File: config.mk
export PLATFORM = sky130hd
export DESIGN_NAME = mrbmv_vote
export DESIGN_NICKNAME = d
export VERILOG_FILES = /design/src/sv/mrbmv_pkg.sv /design/src/sv/mrbmv_vote.sv
export SDC_FILE = /design/constraint.sdc
export NUM_CORES = 1
export LEC_CHECK = 0
export BUFFER_PORTS_ARGS = -buffer_cell sky130_fd_sc_hd__buf_2
export CAP_MARGIN = 25
export CORE_ASPECT_RATIO = 0.75
export CORE_UTILIZATION = 30
export DETAILED_ROUTE_END_ITERATION = 8
export PLACE_DENSITY_LB_ADDON = 0.15
export SLEW_MARGIN = 20
export SYNTH_ARGS = -nofsm -noshare
export SYNTH_HDL_FRONTEND = slang
export SYNTH_SLANG_ARGS = --single-unit
File: constraint.sdc
create_clock -name vclk -period 18.9
set_clock_uncertainty 0.15 [all_clocks]
set_input_delay 3.78 -clock vclk [all_inputs]
set_output_delay 3.78 -clock vclk [all_outputs]
set_load 0.01 [all_outputs]
File: src/sv/mrbmv_pkg.sv
// Shared types and constants for the multi-read bit majority voter.
// Depends on nothing; mrbmv_vote and the top level use it.
`default_nettype none

package mrbmv_pkg;

    localparam int BITS_W              = 16;
    localparam int ONES_W              = $clog2(BITS_W + 1);
    localparam int CFG_W               = 5;
    localparam int COUNT_FIELD_W       = 20;
    localparam int MAX_REVOLUTIONS_DEF = 16;
    localparam int COUNT_WIDTH_DEF     = 20;
    localparam int NIBBLES             = BITS_W / 4;

    localparam logic [CFG_W-1:0] CFG_RESET = CFG_W'(1);

    typedef logic [CFG_W-1:0] cfg_word_t;

    typedef struct packed {
        logic [BITS_W-1:0] revision_bits;
        logic              last_position;
    } in_word_t;

    typedef struct packed {
        logic                     majority_bit;
        logic                     weak_flag;
        logic [COUNT_FIELD_W-1:0] bits_seen;
        logic [COUNT_FIELD_W-1:0] unanimous_count;
        logic [COUNT_FIELD_W-1:0] weak_count;
        logic                     track_done;
    } out_word_t;

    typedef struct packed {
        logic majority;
        logic disagree;
    } vote_t;

endpackage

`default_nettype wire

File: src/sv/mrbmv_vote.sv
// Majority vote over the revolutions in use at one bit position.
// Depends on mrbmv_pkg.
`default_nettype none

module mrbmv_vote #(
    parameter int MAX_REVOLUTIONS = mrbmv_pkg::MAX_REVOLUTIONS_DEF
) (
    input  wire logic [mrbmv_pkg::BITS_W-1:0] revision_bits,
    input  wire logic [mrbmv_pkg::CFG_W-1:0]  revisions_in_use,
    output mrbmv_pkg::vote_t                  vote
);

    localparam int NW = $clog2(MAX_REVOLUTIONS + 1);
    localparam int OW = mrbmv_pkg::ONES_W;
    localparam int SW = ((NW > OW) ? NW : OW) + 1;

    logic [NW-1:0]                    n_eff;
    logic [mrbmv_pkg::BITS_W-1:0]     used;
    logic [2:0]                       nib_cnt [mrbmv_pkg::NIBBLES];
    logic [OW-1:0]                    ones;
    logic [SW-1:0]                    two_ones;
    logic [SW-1:0]                    n_wide;

    always_comb
    begin
        if (int'(revisions_in_use) > MAX_REVOLUTIONS)
        begin
            n_eff = NW'(MAX_REVOLUTIONS);
        end
        else
        begin
            n_eff = NW'(revisions_in_use);
        end
    end

    assign n_wide = SW'(n_eff);

    always_comb
    begin
        for (int r = 0; r < mrbmv_pkg::BITS_W; r++)
        begin
            used[r] = revision_bits[r] && (SW'(r) < n_wide);
        end
    end

    always_comb
    begin
        for (int k = 0; k < mrbmv_pkg::NIBBLES; k++)
        begin
            nib_cnt[k] = 3'(used[4*k]) + 3'(used[4*k+1])
                       + 3'(used[4*k+2]) + 3'(used[4*k+3]);
        end
    end

    always_comb
    begin
        ones = '0;
        for (int k = 0; k < mrbmv_pkg::NIBBLES; k++)
        begin
            ones = ones + OW'(nib_cnt[k]);
        end
    end

    assign two_ones = SW'({ones, 1'b0});

    always_comb
    begin
        vote.majority = two_ones > n_wide;
        vote.disagree = (ones != '0) && (SW'(ones) != n_wide);
    end

endmodule

`default_nettype wire

==> flow_metrics.tcl, run 1 <==
set metrics [dict create \
    firstDrtPassIters 4 \
    drc 0 \
    placed_cell_area_um2 943 \
    syn_nets 141 \
    io_pins 23 \
    final_area_um2 943 \
    routed_wl_mm 1.89 \
    required_ns 14.97 \
    setup_viol 0 \
    die_h_um 46.9 \
    gr-total-overflow 0 \
    crit_type "in -> out" \
    status "complete, no violations" \
    gp_congestion 0.781 \
    coreArea_um2 2420 \
    yosysMostFrequentCell "inv_1" \
    drt-initial-drc-count 29 \
    synthTopCellsByArea "fa_1, ha_1, inv_1" \
    regArea_um2 0 \
    maxCapViolCount 0 \
    period_share_pct 66.9 \
    cp-start-kind "input pin" \
    die-area_um2 2900 \
    arrival_ns 8.71 \
    n_antenna_cell 0 \
    io_buffer_count 23 \
    ir_worst_vdd_v 0.0000797 \
    synth-seq-area-share_pct 0 \
    ant_nets 0 \
    timing.setup.tns_ns 0 \
    holdCritPathClass "in -> out" \
    nClkBuffers 0 \
    worst_pin_slew_ns 0.302 \
    slew_viol_final 0 \
    synth.distinct_cells 38 \
    initial_core_util_pct 33.3 \
    post-cts-setup-buffers 0 \
    routed_via_density 4.92 \
    nFillCells 257 \
    power_leakage_nw 0.493 \
    ys_top_cells_by_count "inv_1, fa_1, nand2_1, ha_1" \
    die_w_um 61.8 \
    post_drt_wl_per_cell_um 12.3 \
    multi_input_area_um2 726 \
    worstSetupEndpointType "output port" \
    yosysTopAreaCell "fa_1" \
    row_count 15 \
    nNetsFinal 161 \
    dp_hpwl_mm 1.64 \
    rsz0062_at_grt "false" \
    grt_pass1_wl_mm 3.12 \
    seq_cell_count 0 \
    power.density_nw_per_um2 141 \
    grt_antenna_before_repair 0 \
    critPathMaxFanout 11 \
    fmax_mhz 79.1 \
    power.total_uw 133 \
    grt_use_total_pct 14.6 \
    syn_area_per_cell_um2 7.90 \
    post-route-min-period_ns 12.64 \
    synth_top_area_share_pct 24.8 \
    postCtsHoldBufs 0 \
    netlist_area_um2 806 \
    grt_max_degree 17 \
    cts-resized-gates 0 \
    vias 758 \
    area_delta_synth_final_pct 17.1 \
    grt_pass1_vias 716 \
    syn-instance-count 102 \
    drive_above_1_share_pct 24.2 \
    ys_warn_count 0 \
    slew_headroom_pct 79.7 \
    finalHoldViolCount 0 \
]
cells by family (layout without fill, tap and decap cells):
| family | count (synthesis) | in the layout | share of synthesized area (%) |
|---|---|---|---|
| buffers and inverters | 21 | 39 | 9.94 |
| AO/OA/AOI/OAI | 26 | 26 | 23.9 |
| XOR/XNOR | 4 | 4 | 7.14 |
| adder cells (fa/ha/maj) | 18 | 18 | 37.3 |
| AND/OR/NAND/NOR | 32 | 32 | 20.5 |
| multiplexers | 1 | 1 | 1.24 |
report_power, final:
part	switching (mW)	internal [mW]
Clock	0	0
Sequential	0	0
Combinational	0.0702	0.0632
Total	0.0702	0.0632
cell usage in the layout (no fill, tap or decap), types with 2 or more instances in the layout:
cell	instances
a21oi_1	4
nor2b_1	6
a21boi_0	2
fa_1	10
o21ai_0	2
o21a_1	2
ha_1	8
nand2b_1	2
inv_1	15
buf_2	23
nor2_1	6
nand2_1	10
a21o_1	3
o21ai_1	2
a211oi_1	2
and3_1	2
cell type report:
type               instances  share of cell area, %
multi-input cells         81                   76.9
repair buffers            23                   12.2
inverters                 16                   6.37
well taps                 34                   4.51
final timing paths:
| kind | start | end | slack, ns | cells past startpoint |
|---|---|---|---|---|
| hold / removal | revisions_in_use[1] | vote[1] | 7.95 | 5 |
| setup / recovery | revisions_in_use[1] | vote[1] | 6.26 | 17 |
worst max-delay path: stages:
cell and delay, ns:
buf_2 0.16, or2_2 0.35, o41a_1 0.35, fa_1 0.51, fa_1 0.53, fa_1 0.55
inv_1 0.06, fa_1 0.53, inv_1 0.04, ha_1 0.22, fa_1 0.47, xor2_2 0.21
ha_1 0.33, and3_1 0.21, a32oi_1 0.20, nand2_1 0.07, buf_2 0.13
layer usage:
layer / vias up / routed length (um) / track usage [%]
met1: 361 / 1040 / 22.3
met2: 18 / 810 / 24.5
met5: - / 0 / 0
met3: 0 / 45 / 0
met4: 0 / 0 / 0.444
li1: 379 / - / -
per-stage QoR:
step	hold WS [ns]	utilization (%)	worst slack [ns]	std cells
after floorplan	7.65	-	6.76	102
after global placement	7.95	39.0	6.28	154
after detailed placement	7.96	39.0	6.24	154
after CTS	7.96	39.0	6.24	154
after global routing	8.01	39.0	6.06	154
final	7.95	39.0	6.26	154
Power figures use the tool's default switching activity.
==> run 2: changes to the inputs <==
==> constraint.sdc (replaced) <==
create_clock -name vclk -period 11.2
set_clock_uncertainty 0.15 [all_clocks]
set_input_delay 2.24 -clock vclk [all_inputs]
set_output_delay 2.24 -clock vclk [all_outputs]
set_load 0.01 [all_outputs]
==> flow_metrics.tcl, run 2 (same netlist as run 1, synthesis figures left out) <==
set metrics [dict create \
    status "complete, no violations" \
    final_common_cell "buf_2" \
    rsz0062_at_grt "false" \
    die_h_um 46.9 \
    arrival_ns 7.08 \
    grt_pass1_vias 713 \
    power.density_nw_per_um2 234 \
    worstSetupEndpointType "output port" \
    crit_type "in -> out" \
    coreArea_um2 2420 \
    setup_viol 0 \
    io_buffer_count 23 \
    io_pins 23 \
    crit_top_cell "fa_1" \
    routed_via_density 4.84 \
    cts-resized-gates 0 \
    cp_slowest_stage_delay_ns 0.55 \
    seq_cell_count 0 \
    cp_cell_sequence "buf_2 > or2_2 > o41a_1 > fa_1 > fa_1 > fa_1 > inv_1 > fa_1 > inv_1 > ha_1 > fa_1 > xor2_2 > ha_1 > and3_1 > a32oi_1 > nand2_1 > buf_2" \
    nClkBuffers 0 \
    post_drt_wl_per_cell_um 12.5 \
    firstDrtPassIters 4 \
    critPathMaxFanout 12 \
    die_w_um 61.8 \
    fin_ws_ns 1.73 \
    post-route-min-period_ns 9.47 \
    cp-start-kind "input pin" \
    placed_cell_area_um2 943 \
    initial_core_util_pct 33.3 \
    place_inst 154 \
    area_delta_synth_final_pct 17.1 \
    slew_viol_final 0 \
    required_ns 8.81 \
    final_area_um2 943 \
    grt_use_total_pct 15.6 \
    fin_cells 154 \
    holdCritPathClass "in -> out" \
    grt_pass1_wl_mm 3.39 \
    post-place-ws_ns 1.72 \
    die-area_um2 2900 \
    n_antenna_cell 0 \
    row_count 15 \
    ant_nets 0 \
    met3_length_um 83 \
    power_leakage_nw 0.493 \
    crit_family "adder cells" \
    multi_input_area_um2 726 \
    drc 0 \
    ir_worst_vdd_v 0.0000544 \
    cp_num_buf_inv 4 \
    final_cell_mix "buf_2, inv_1, nand2_1, fa_1, ha_1" \
    gp_congestion 0.742 \
    holdWs_ns 4.87 \
    m1WireLength_mm 1.05 \
    gr-total-overflow 0 \
    worst_pin_slew_ns 0.300 \
    routed_wl_mm 1.93 \
    finalHoldViolCount 0 \
    drive_above_1_share_pct 24.2 \
    dr_wl_met2_um 795 \
    dr.max_layer_used "met3" \
    grt_antenna_before_repair 0 \
    drt-initial-drc-count 23 \
    critical-path-slowest-cell "fa_1" \
    post-cts-setup-buffers 0 \
    regArea_um2 0 \
    maxCapViolCount 0 \
    dp_hpwl_mm 1.63 \
    slew_headroom_pct 80.0 \
    timing.setup.tns_ns 0 \
    fmax_mhz 106 \
    grt_max_degree 17 \
    period_share_pct 84.5 \
    postCtsHoldBufs 0 \
    nFillCells 262 \
    vias 746 \
    nNetsFinal 161 \
]
run 2: final timing paths:
| check | from | to | slack, ns | cells after the start |
|---|---|---|---|---|
| min | revisions_in_use[1] | vote[1] | 4.87 | 5 |
| max | revisions_in_use[2] | vote[1] | 1.73 | 17 |
run 2: layout make-up:
cell class | count | area share [%]
inverters | 16 | 6.37
multi-input cells | 81 | 76.9
well taps | 34 | 4.51
repair buffers | 23 | 12.2
run 2: metal layers:
metal  vias to the layer above  track usage [%]
met5                         -                0
met4                         0                0
met3                         0            0.551
met2                        12             23.7
met1                       357             25.7
li1                        377                -
run 2: power breakdown:
part	total (mW)	internal (mW)	switching, mW
sequential	0	0	0
clock	0	0	0
combinational	0.221	0.106	0.115
total	0.221	0.106	0.115
run 2: per-stage QoR:
step | power (mW) | utilization (%)
global placement | 0.220 | 39.0
floorplan | 0.172 | -
detailed placement | 0.223 | 39.0
finish | 0.221 | 39.0
CTS | 0.224 | 39.0
global route | 0.252 | 39.0
run 2: tightest hold or removal path, stage by stage:
cell      delay [ns]
buf_2           0.17
nand2b_1        0.11
a32oi_1         0.10
nand2_1         0.06
buf_2           0.11
